$ cat src/rtl/priority_request_state_selector_unit_assert.svh
// ----------------------------------------------------------------------------
// Assertion macros for the priority request state selector
// Concurrent checks, clocked on the rising edge and held off during reset.
// ----------------------------------------------------------------------------
`ifndef PRIORITY_REQUEST_STATE_SELECTOR_UNIT_ASSERT_SVH
`define PRIORITY_REQUEST_STATE_SELECTOR_UNIT_ASSERT_SVH

`ifndef NO_ASSERTIONS
// same-cycle implication
`define PRSU_ASSERT_NOW(lbl, clk, rst, ante, cons) \
   lbl: assert property (@(posedge clk) disable iff (rst) (ante) |-> (cons)) \
      else $error("prsu assertion failed");
// next-cycle implication
`define PRSU_ASSERT_NEXT(lbl, clk, rst, ante, cons) \
   lbl: assert property (@(posedge clk) disable iff (rst) (ante) |=> (cons)) \
      else $error("prsu assertion failed");
`else
`define PRSU_ASSERT_NOW(lbl, clk, rst, ante, cons)
`define PRSU_ASSERT_NEXT(lbl, clk, rst, ante, cons)
`endif

`endif

$ cat src/rtl/prsu_pkg.sv
// ----------------------------------------------------------------------------
// prsu_pkg
// Shared constants, codes and types of the priority request state selector.
// ----------------------------------------------------------------------------
package prsu_pkg;

   localparam int NUM_STATES    = 8;
   localparam int PRIORITY_BITS = 16;
   localparam int STATE_W       = 3;
   localparam int RAW_PRIO_W    = 16;

   typedef enum logic [1:0] {
      ACT_REQUEST = 2'd0,
      ACT_RESOLVE = 2'd1,
      ACT_CLEAR   = 2'd2
   } action_type;

   typedef enum logic [1:0] {
      CSR_REGISTERED_MASK   = 2'd0,
      CSR_RULE_PRESENT_MASK = 2'd1,
      CSR_ALLOWED_MATRIX    = 2'd2,
      CSR_INITIAL_STATE     = 2'd3
   } csr_index_type;

   // write / clear command broadcast to every cell
   typedef struct packed {
      logic                            wr;
      logic                            clear;
      logic [STATE_W-1:0]              target;
      logic signed [PRIORITY_BITS-1:0] prio;
   } cell_ctrl_type;

   // running best candidate handed from cell to cell
   typedef struct packed {
      logic                            vld;
      logic                            found;
      logic signed [PRIORITY_BITS-1:0] prio;
      logic [STATE_W-1:0]              idx;
   } carry_type;

   localparam logic signed [32:0] PRIO_HI = (33'sd1 <<< (PRIORITY_BITS - 1)) - 33'sd1;
   localparam logic signed [32:0] PRIO_LO = -PRIO_HI - 33'sd1;

   // sign-extend the raw priority and saturate it to PRIORITY_BITS
   function automatic logic signed [PRIORITY_BITS-1:0] fit_priority(
      input logic [RAW_PRIO_W-1:0] raw);
      logic signed [32:0]              wide;
      logic signed [PRIORITY_BITS-1:0] res;
      wide = {{(33 - RAW_PRIO_W){raw[RAW_PRIO_W-1]}}, raw};
      if (wide > PRIO_HI) begin
         res = PRIO_HI[PRIORITY_BITS-1:0];
      end else if (wide < PRIO_LO) begin
         res = PRIO_LO[PRIORITY_BITS-1:0];
      end else begin
         res = wide[PRIORITY_BITS-1:0];
      end
      return res;
   endfunction

endpackage

$ cat src/rtl/prsu_cell.sv
// ----------------------------------------------------------------------------
// prsu_cell
// One pending-request slot: keeps its valid bit and best priority, and merges
// itself into the best candidate passing down the chain.
// ----------------------------------------------------------------------------
module prsu_cell (
   input  logic                     clock,
   input  logic                     reset,
   input  logic [prsu_pkg::STATE_W-1:0] cell_index,
   input  prsu_pkg::cell_ctrl_type  ctrl,
   input  prsu_pkg::carry_type      carry_in,
   output prsu_pkg::carry_type      carry_out,
   output logic                     pend_valid
);

   logic                                      valid_ff, valid_in;
   logic signed [prsu_pkg::PRIORITY_BITS-1:0] prio_ff, prio_in;
   prsu_pkg::carry_type                       carry_ff, carry_in_nxt;
   logic                                      hit;
   logic                                      take;

   always_comb begin
      hit  = ctrl.wr && (ctrl.target == cell_index);
      take = valid_ff && (!carry_in.found || (prio_ff > carry_in.prio));

      valid_in = valid_ff;
      if (ctrl.clear) begin
         valid_in = 1'b0;
      end else if (hit) begin
         valid_in = 1'b1;
      end

      prio_in = prio_ff;
      if (hit && (!valid_ff || (ctrl.prio > prio_ff))) begin
         prio_in = ctrl.prio;
      end

      carry_in_nxt = carry_in;
      if (take) begin
         carry_in_nxt.found = 1'b1;
         carry_in_nxt.prio  = prio_ff;
         carry_in_nxt.idx   = cell_index;
      end
   end

   always_ff @(posedge clock) begin
      prio_ff        <= prio_in;
      carry_ff.found <= carry_in_nxt.found;
      carry_ff.prio  <= carry_in_nxt.prio;
      carry_ff.idx   <= carry_in_nxt.idx;
      if (reset) begin
         valid_ff     <= 1'b0;
         carry_ff.vld <= 1'b0;
      end else begin
         valid_ff     <= valid_in;
         carry_ff.vld <= carry_in_nxt.vld;
      end
   end

   assign carry_out  = carry_ff;
   assign pend_valid = valid_ff;

endmodule

$ cat src/rtl/priority_request_state_selector_unit.sv
// ----------------------------------------------------------------------------
// priority_request_state_selector_unit
// Priority-arbitrated state machine over up to eight states. Request, clear
// and unused action codes give their response in the cycle after acceptance.
// A resolve passes a best-candidate token down a row of NUM_STATES cells,
// one cell per cycle, each cell registering it; the response is registered
// once the token leaves the last cell. One request is in flight at a time,
// and a response waiting in the output register holds off the next request
// until it is taken.
// ----------------------------------------------------------------------------
`include "priority_request_state_selector_unit_assert.svh"

module priority_request_state_selector_unit (
   input  logic        clock,
   input  logic        reset,
   // request channel
   input  logic        req_tvalid,
   output logic        req_tready,
   input  logic [23:0] req_tdata,   // [2:0] target_state, [18:3] request_priority
   input  logic [1:0]  req_tuser,   // [1:0] action
   // response channel
   output logic        rsp_tvalid,
   input  logic        rsp_tready,
   output logic [15:0] rsp_tdata,   // [2:0] current_state, [5:3] previous_state,
                                    // [6] state_changed, [7] update_issued,
                                    // [8] request_accepted
   // configuration
   input  logic        csr_wr_en,
   input  logic [1:0]  csr_index,
   input  logic [63:0] csr_wdata
);

   typedef enum logic [1:0] {
      ST_IDLE = 2'b01,
      ST_SCAN = 2'b10
   } fsm_state_type;

   localparam int N  = prsu_pkg::NUM_STATES;
   localparam int SW = prsu_pkg::STATE_W;

   fsm_state_type           state_ff, state_in;
   logic [7:0]              registered_ff, registered_in;
   logic [7:0]              rule_ff, rule_in;
   logic [63:0]             allowed_ff, allowed_in;
   logic [SW-1:0]           present_ff, present_in;
   logic                    rsp_valid_ff, rsp_valid_in;
   logic [15:0]             rsp_data_ff, rsp_data_in;

   prsu_pkg::action_type    action;
   logic [SW-1:0]           target;
   logic                    accept;
   logic                    allowed;
   logic                    scan_done;
   logic                    changed;
   logic [SW-1:0]           chosen;
   prsu_pkg::cell_ctrl_type ctrl;
   prsu_pkg::carry_type     carry [N+1];
   logic [N-1:0]            pend_valid;

   assign action     = prsu_pkg::action_type'(req_tuser[1:0]);
   assign target     = req_tdata[2:0];
   assign req_tready = (state_ff == ST_IDLE) && (!rsp_valid_ff || rsp_tready);
   assign accept     = req_tvalid && req_tready;

   assign allowed = ({1'b0, target} < 4'(N)) && registered_ff[target] &&
                    (!rule_ff[present_ff] || allowed_ff[{present_ff, target}]);

   assign scan_done = (state_ff == ST_SCAN) && carry[N].vld;
   assign chosen    = carry[N].found ? carry[N].idx : present_ff;
   assign changed   = carry[N].found && (carry[N].idx != present_ff);

   always_comb begin
      ctrl.wr     = accept && (action == prsu_pkg::ACT_REQUEST) && allowed;
      ctrl.clear  = (accept && (action == prsu_pkg::ACT_CLEAR)) || scan_done;
      ctrl.target = target;
      ctrl.prio   = prsu_pkg::fit_priority(req_tdata[18:3]);

      carry[0].vld   = accept && (action == prsu_pkg::ACT_RESOLVE);
      carry[0].found = 1'b0;
      carry[0].prio  = '0;
      carry[0].idx   = '0;
   end

   for (genvar g = 0; g < N; g++) begin : g_cell
      prsu_cell u_cell (
         .clock      (clock),
         .reset      (reset),
         .cell_index (SW'(g)),
         .ctrl       (ctrl),
         .carry_in   (carry[g]),
         .carry_out  (carry[g+1]),
         .pend_valid (pend_valid[g])
      );
   end

   always_comb begin
      registered_in = registered_ff;
      rule_in       = rule_ff;
      allowed_in    = allowed_ff;
      present_in    = present_ff;
      if (scan_done) begin
         present_in = chosen;
      end
      if (csr_wr_en) begin
         unique case (prsu_pkg::csr_index_type'(csr_index))
            prsu_pkg::CSR_REGISTERED_MASK:   registered_in = csr_wdata[7:0];
            prsu_pkg::CSR_RULE_PRESENT_MASK: rule_in       = csr_wdata[7:0];
            prsu_pkg::CSR_ALLOWED_MATRIX:    allowed_in    = csr_wdata;
            prsu_pkg::CSR_INITIAL_STATE:     present_in    = csr_wdata[SW-1:0];
            default:                         present_in    = present_ff;
         endcase
      end
   end

   always_comb begin
      state_in     = state_ff;
      rsp_valid_in = rsp_valid_ff && !rsp_tready;
      rsp_data_in  = rsp_data_ff;
      unique case (state_ff)
         ST_IDLE: begin
            if (accept) begin
               if (action == prsu_pkg::ACT_RESOLVE) begin
                  state_in = ST_SCAN;
               end else begin
                  rsp_valid_in = 1'b1;
                  rsp_data_in  = {7'd0, ctrl.wr, 1'b0, 1'b0, present_ff, present_ff};
               end
            end
         end
         ST_SCAN: begin
            if (scan_done) begin
               state_in     = ST_IDLE;
               rsp_valid_in = 1'b1;
               rsp_data_in  = {7'd0, 1'b0, 1'b1, changed, present_ff, chosen};
            end
         end
         default: state_in = ST_IDLE;
      endcase
   end

   always_ff @(posedge clock) begin
      if (reset) begin
         state_ff      <= ST_IDLE;
         registered_ff <= 8'hFF;
         rule_ff       <= 8'h00;
         allowed_ff    <= 64'd0;
         present_ff    <= '0;
         rsp_valid_ff  <= 1'b0;
      end else begin
         state_ff      <= state_in;
         registered_ff <= registered_in;
         rule_ff       <= rule_in;
         allowed_ff    <= allowed_in;
         present_ff    <= present_in;
         rsp_valid_ff  <= rsp_valid_in;
      end
   end

   always_ff @(posedge clock) begin
      rsp_data_ff <= rsp_data_in;
   end

   assign rsp_tvalid = rsp_valid_ff;
   assign rsp_tdata  = rsp_data_ff;

   `PRSU_ASSERT_NOW(a_token_only_in_scan, clock, reset, carry[N].vld, state_ff == ST_SCAN)
   `PRSU_ASSERT_NOW(a_rsp_free_at_done, clock, reset, scan_done, !rsp_valid_ff)
   `PRSU_ASSERT_NEXT(a_pending_cleared, clock, reset, scan_done, pend_valid == '0)
   `PRSU_ASSERT_NEXT(a_state_hold_idle, clock, reset, (state_ff == ST_IDLE) && !csr_wr_en, $stable(present_ff))

endmodule

$ cat config.mk
export PLATFORM = sky130hd
export DESIGN_NAME = priority_request_state_selector_unit
export DESIGN_NICKNAME = d
export VERILOG_FILES = /design/src/rtl/prsu_pkg.sv /design/src/rtl/prsu_cell.sv /design/src/rtl/priority_request_state_selector_unit.sv
export VERILOG_INCLUDE_DIRS = /design/src /design/src/rtl
export SDC_FILE = /design/constraint.sdc
export NUM_CORES = 1
export LEC_CHECK = 0
export ABC_AREA = 0
export ABC_CLOCK_PERIOD_IN_PS = 3700
export BUFFER_PORTS_ARGS = -buffer_cell sky130_fd_sc_hd__buf_2
export CAP_MARGIN = 20
export CORE_ASPECT_RATIO = 0.9
export CORE_MARGIN = 1
export CORE_UTILIZATION = 35
export DETAILED_ROUTE_END_ITERATION = 8
export SLEW_MARGIN = 20
export SYNTH_ARGS = -nofsm -noshare
export SYNTH_HDL_FRONTEND = slang
export SYNTH_HIERARCHICAL = 1
export SYNTH_SLANG_ARGS = --single-unit
export TNS_END_PERCENT = 1
$ cat constraint.sdc
create_clock -name clock -period 3.7 [get_ports clock]
set_input_delay 0.185 -clock clock [delete_from_list [all_inputs] [get_ports clock]]
set_output_delay 0.185 -clock clock [all_outputs]
set_load 0.005 [all_outputs]
# == Word-level counts from Yosys, hierarchy flattened ==
# Cells that the tools add are included.
# op_classes
add_sub_neg,0
magnitude_cmp,20
n_div,0
eq_ne,19
shifts,0
mux,31
mul,0
n_reduce_logical,79
bitwise_logic,0
# ops
operator,count
> comparator 16 bit,15
two-way mux 19 bit,6
two-way mux 16 bit,5
logical AND 1 bit,33
one-hot mux 16 bit (2 select lines),1
two-way mux 20 bit,1
zero test 1 bit,18
logical OR 1 bit,18
> comparator 16 bit (second input constant),1
< comparator 16 bit (second input constant),1
== test 3 bit (second input constant),4
two-way mux 3 bit,4
== test 2 bit (second input constant),4
< comparator 3 x 4 -> 1 bit (second input constant),2
< comparator 6 x 7 -> 1 bit (second input constant),1
binary-select mux 1 bit (select 3 bit),2
binary-select mux 1 bit (select 6 bit),1
== test 2 x 1 -> 1 bit (second input constant),3
== test 3 x 2 -> 1 bit (second input constant),2
two-way mux 1 bit,6
two-way mux 2 bit,3
inequality test 2 bit (second input constant),3
AND reduction 2 bit,3
zero test 2 bit,2
10 further kinds,10
# totals
reg_bits,390
word_cells,203
n_memories,0
romBits,0
latch_bits,0
ramBits,0

# == Depth between registers and ports, before layout ==
# Gate-level depths: netlist of the first run.
# logic_depth
ltp_word,9
depth_mapped,11
mapped_depth_nobuf,9

# == Modules after synthesis ==
# Netlist of the first run, hierarchy kept.
# by_module_without_submodules
mod,area_per_inst_um2,instances,cells_per_inst
prsu_cell,2095.8,8,182
priority_request_state_selector_unit,4341.7,1,501

# == Worst setup path before layout of the first run ==
# OpenSTA, ideal clock, no wires.
# synth_timing
path_type,input-to-reg
startpoint,input req_tdata[1]
endpoint,register g_cell[0].u_cell/prio_ff[0] (netlist name) (enable)
path_slack_ns,0.191
required_time_ns,3.326
stages,9
setup_ns,0.374
arrival_time_ns,3.135
n_path_buf,1
path_cell_list,buf_6 > mux2i_1 > mux4_2 > or4_4 > or4_4 > o32ai_1 > nand4_1 > a31oi_1 > o311a_1
# synth_rtl
element,line_no,rtl
from (decl),priority_request_state_selector_unit.sv:19,"input logic [23:0] req_tdata,"
to (signal assigned),prsu_cell.sv:47,prio_ff <= prio_in;
to (decl),prsu_cell.sv:17,"logic signed [prsu_pkg::PRIORITY_BITS-1:0] prio_ff, prio_in;"

==> results of run 1 <==
## state kept, by name, indices dropped and copies added, names as in the netlist
register	count
rsp_tdata	9
registered_ff	8
rule_ff	8
g_cell.u_cell/carry_out	152
present_ff	3
allowed_ff	64
g_cell.u_cell/prio_ff	128
g_cell.u_cell/pend_valid	8
rsp_tvalid	1
state_ff	2
## how the worst max path moves through the flow
stage	start	to	slack [ns]	cells past startpoint
2_1_floorplan	req_tdata[1]	g_cell[0].u_cell/prio_ff[0]	0.19	9
3_3_place_gp	req_tdata[1]	g_cell[6].u_cell/prio_ff[7]	0.17	11
3_5_place_dp	req_tdata[1]	g_cell[5].u_cell/prio_ff[6]	0.16	11
4_1_cts	registered_ff[5]	g_cell[5].u_cell/prio_ff[0]	0.24	10
5_1_grt	registered_ff[2]	g_cell[5].u_cell/prio_ff[6]	0.13	10
6_report	registered_ff[5]	g_cell[6].u_cell/prio_ff[1]	0.23	10
## per-layer routing
metal  vias to the layer above  global-route usage  wire length [um]
met3                       107              0.0251              1990
met1                      6968               0.228             24000
met2                       272               0.286             23700
li1                       7230                   -                 -
met4                         0              0.0525              1310
met5                         -                   0                 0
## power groups by stage
stage	logic [mW]	registers, mW	clock network, mW
6_report	1.16	4.63	4.43
5_1_grt	1.30	4.65	4.72
4_1_cts	1.16	4.64	4.53
3_5_place_dp	1.10	4.73	0
3_3_place_gp	1.06	4.73	0
2_1_floorplan	0.752	4.70	0
## layout make-up
class                   instances  area share
multi-input cells            1262       0.425
inverters                     282      0.0434
flip-flops and latches        383       0.371
diodes                          1    0.000103
clock buffers                  59      0.0518
clock inverters                17     0.00909
well taps                     765      0.0393
repair buffers                194      0.0606
## critical path, stage by stage (launching register included)
cell     delay [ns]
dfxtp_1        0.33
mux2i_1        0.08
mux4_2         0.48
or4_4          0.51
or4_4          0.56
o32ai_1        0.14
buf_4          0.25
nand4_1        0.18
a31oi_1        0.20
o311a_1        0.28
buf_4          0.18
## what timing repair did
| action | in CTS | in global routing |
|---|---|---|
| resized for setup | 0 | 0 |
| hold endpoints to repair | 83 | 0 |
| buffers inserted | 0 | 0 |
| hold buffers | 64 | 0 |
==> results.md, run 1 <==
- Commonest non-fill, non-tap cell in the layout: inv_1
- Area of the multi-input gates: around 10,000 sq um
- Final std cells w/o fill: 2,963
- Worst Tran Pin Value: slightly below 0.9 ns
- Final setup violation count: 0
- Final worst path period share: 0.938
- Worst EP arrival: about 3.7 ns
- Root buffer cell: clkbuf_16
- Final Hold Vio Count: 0
- Critical path type: reg2reg
- Register area: between 9000 and 10,000 sq um
- Placed cell areas: roughly 22,000 sq um
- Initial core utilization: 0.357
- Max-slew headroom: 0.415
- Largest net degree at the start of global routing: 68
- Worst Clk Skew: ~0.019 ns
- CTS tree: done
- Netlist Area Pre-Place: 20,600 sq um
- Internal power: 7.79 mW
- Die width: between 200 and 300 um
- DIE HEIGHT: 232 um
- Hold_ws: ~0.061 ns
- DRT iter0 DRCs: 718
- Routability Congestion: around 0.81
- Htree depth: 2
- DP Worst Slack: about 0.16 ns
- Fin crit period: 3.47 ns
- Initial antenna violation count: 0
- Startpoint Class: flip-flop
- Layout filler cell count: between 5,000 and 6,000
- Worst setup EP type: flip-flop
- PD cells: approximately 420 nW/um^2
- P_sw: around 2.4 mW
- Sequential power share: 0.453
- Max-cap viol count: 0
- Fin worst setup slack: 0.228 ns
- Static Leakage: between 10 and 15 nW
- Mean routed wirelength per cell: 17.2 um
- RR Endpoint: g_cell[6].u_cell/prio_ff[1]
- Combinational share of power: 0.114
- Detailed placer's ending HPWL: around 37,000 um
- Die area: approximately 60,000 sq um
- Peak VDD IR: about 0.00029 V
- First-pass GRT wire length: around 80,000 um
- Core Util, Final: 0.423
- Fmax: 288 MHz
- Hold Path Cell Cnt: 4
- HP Start: req_tvalid
- Clock Power Share: 0.433
- Via density: 4.92
- Reg2Reg Setup Slack: ~0.23 ns
- Layout cells sized above 1: 0.131
- GRT Residual Overflow: 0
- CTS clk-pin slew, worst paths: 0.06 ns
- Data required time of the critical path: 3.97 ns
- IO Count: ~120
- Num CTS Buffers: 41
- Syn Inst Count: roughly 1,900
- Antenna viol nets, final: 0
- Cell count after placement: ~2,800
- Hold Path Class: in2reg
- Yosys warns: 6
- Outcome: finished, final reports clean
- DRT Pass-1 Iters: 5
- Vias in the first global route: 15,400
- Tot Pwr: around 10 mW
- I/O Buffers: roughly 100
- Clock Latency Late Sink: between 0.5 and 0.6 ns
- RSZ-0062 raised after global routing: false
- Mean Syn Cell Area: around 11 sq um
- Post-Route WL: 51,000 um
- Max FO, Critical Path: 8
- Core area: between 50,000 and 60,000 sq um
- Post-route design area: between 20,000 and 25,000 sq um
- Row count: between 80 and 90
- Switching Share: 0.239
- GR Util All Layers: 0.171
- Total clock sinks: 383
- Post-Route Setup TNS: 0 ns
- Fin nets: approximately 2,500
- Commonest non-fill, non-tap cells in the layout: 282 x inv_1, 258 x ha_1, 246 x dfxtp_1
- Reg2Reg Depth: 10
- R2r startpoint: registered_ff[5]
- Final Max Tran Viols: 0
- Drc violations: 0
- Area growth syn-to-layout: 18.3%
- Worst Hold Path EP: g_cell[0].u_cell/carry_out[20]
- Via count: around 15,000
- CTS max path bufs: 3
(Power assumes the default switching activity.)
==> inputs of run 2 (changes only) <==
Settings changed: ABC_AREA 0 to 1, CAP_MARGIN 20 to default, SKIP_LAST_GASP from default to 1.
==> run 2 against run 1 <==
Clock-buffer cell count grew 1. Clock skew grew 0.0030 ns. Sequential power increased by 4.8%. Flip-flop and latch count unchanged. Worst setup slack better by 0.44 ns. Sequential share of layout area decreased by 0.89 points. Wire length up 3.0%. Via count up 19%. Highest routed layer unchanged.
==> results.md, run 2 <==
- Outcome: finished, final reports clean
- I/O Buffers: 102
- Slowest-stage cell, CP: dfxtp_1
- Cts repair resizes: 0
- Num CTS Buffers: 43
- Peak VDD IR: 0.000293 V
- Core area: 60,200 sq um
- Area of the multi-input gates: between 10,000 and 15,000 sq um
- Via count: 17,300
- Final setup violation count: 0
- RR Endpoint: g_cell[0].u_cell/prio_ff[4]
- Setup crit start: state_ff[0]
- Final worst path period share: 0.821
- Placed cell areas: 22,900 sq um
- Critical Path Max Stage Delay: approximately 0.35 ns
- CTS tree: done
- Max-slew headroom: 0.351
- Reg2Reg Depth: 15
- Crit path to: g_cell[0].u_cell/prio_ff[4]
- Post CTS Setup Buffer Count: 0
- First-pass GRT wire length: 87,200 um
- Vias in the first global route: between 15,000 and 20,000
- Total clock sinks: approximately 380
- Post-Route Setup TNS: 0 ns
- Yosys warns: 6
- DRT Pass-1 Iters: 5
- Worst EP arrival: between 3 and 4 ns
- Inserted Diodes: 0
- Cell Chain, Critical Path: ha_1, inv_1, nor2_1, nand2_1, nor3_1, nand2_1, a21oi_1, nand2_1, inv_1, o21ai_0, nor4_1, buf_4, inv_1, a21oi_1, buf_4
- PD cells: 430 nW/um^2
- Initial core utilization: 0.357
- Detailed placer's ending HPWL: between 30,000 and 40,000 um
- Max FO, Critical Path: 16
- Antenna viol nets, final: 0
- Layout cells sized above 1: 0.0782
- Initial antenna violation count: 0
- Drc violations: 0
- Hold Path Class: in2reg
- Netlist Area Pre-Place: about 21,000 sq um
- Fmax: approximately 330 MHz
- Register area: around 9000 sq um
- Worst setup EP type: flip-flop
- Final Hold Vio Count: 0
- Post-route design area: approximately 25,000 sq um
- Area growth syn-to-layout: 16.2%
- IO Count: 115
- Worst Tran Pin Value: about 0.97 ns
- Crit-path leading delay family: simple AND/OR/NAND/NOR gates
- Buf/Inv on CP: 5
- Max-cap viol count: 0
- Die width: 263 um
- Fin crit period: a little over 3 ns
- Data required time of the critical path: between 3 and 4 ns
- Via density: 4.55
- Number of flip-flops in the largest register: 152
- Mean Syn Cell Area: approximately 7.8 sq um
- DRT iter0 DRCs: roughly 1,000
- Post-Route WL: 52,500 um
- DIE HEIGHT: 237 um
- Worst Clk Skew: roughly 0.022 ns
- Final Max Tran Viols: 0
- Mean routed wirelength per cell: roughly 14 um
- Critical path type: reg2reg
- GR Util All Layers: 0.172
- Htree depth: 2
- Die area: between 60,000 and 70,000 sq um
- RSZ-0062 raised after global routing: false
- Commonest non-fill, non-tap cell in the layout: nand2_1
- Largest net degree at the start of global routing: 83
- GRT Residual Overflow: 0
- Commonest non-fill, non-tap cells in the layout: 689 x nand2_1, 440 x inv_1, 282 x nor2_1
- CTS clk-pin slew, worst paths: around 0.070 ns
- Layout filler cell count: between 6,000 and 7,000
- Startpoint Class: flip-flop
- Reg2Reg Setup Slack: 0.66 ns
- Hold buffers post-CTS: 65
- Static Leakage: around 13 nW
- Clock Latency Late Sink: approximately 0.58 ns
- Hold_ws: approximately 0.039 ns
- R2r startpoint: state_ff[0]
- HP Start: req_tuser[0]
- Fin nets: 3,340
- Root buffer cell: clkbuf_16
- Row count: 85
- Stages on the worst setup path: 15
- Syn Inst Count: about 2,700
- Routability Congestion: 0.826
- CTS max path bufs: 3
## run 2: worst register-to-register path, cell delays in order, from the launching register on
cell and delay [ns]:
dfxtp_1 0.35, ha_1 0.21, inv_1 0.11, nor2_1 0.14, nand2_1 0.11, nor3_1 0.14, nand2_1 0.07, a21oi_1 0.13
nand2_1 0.10, inv_1 0.24, o21ai_0 0.14, nor4_1 0.34, buf_4 0.19, inv_1 0.04, a21oi_1 0.10, buf_4 0.28
## run 2: worst min-delay path by stage
| stage | to | slack [ns] | cells past startpoint |
|---|---|---|---|
| floorplan | present_ff[1] | 0.25 | 1 |
| global placement | g_cell[6].u_cell/carry_out[20] | 0.39 | 2 |
| detailed placement | g_cell[6].u_cell/carry_out[20] | 0.40 | 2 |
| CTS | g_cell[0].u_cell/carry_out[20] | 0.0008 | 5 |
| global route | g_cell[0].u_cell/carry_out[20] | 0.03 | 5 |
| finish | g_cell[0].u_cell/carry_out[20] | 0.04 | 5 |
## run 2: area by class of cell
cell class / count / area share
Tap cell: 783 / 0.0392
Timing Repair Buffer: 208 / 0.0588
Sequential cell: 383 / 0.362
Clock buffer: 60 / 0.0494
Clock inverter: 18 / 0.00772
Multi-Input combinational cell: 1905 / 0.416
Inverter: 444 / 0.0668
## run 2: stage by stage
| step | total power [mW] | util | cells | setup slack, ns |
|---|---|---|---|---|
| floorplan | 5.96 | - | 2838 | 0.677 |
| finish | 10.7 | 0.415 | 3801 | 0.663 |
| CTS | 10.9 | 0.415 | 3801 | 0.609 |
| global route | 11.3 | 0.415 | 3801 | 0.334 |
| global placement | 6.39 | 0.380 | 3658 | 0.465 |
| detailed placement | 6.41 | 0.380 | 3658 | 0.438 |
## run 2: where the power goes
part	internal, mW	leakage, nW	switching (mW)
Sequential	4.69	3.29	0.156
Combinational	0.581	8.90	0.958
Clock	2.60	0.698	1.76
Total	7.88	12.9	2.87
## run 2: metal layers
layer | up-vias | share of wire | wire length, um | GRT usage
met5 | - | 0 | 0 | 0
met4 | 0 | 0.023 | 1210 | 0.0470
met3 | 81 | 0.043 | 2260 | 0.0253
met2 | 303 | 0.40 | 21200 | 0.259
met1 | 7751 | 0.53 | 27800 | 0.255
li1 | 9146 | - | - | -
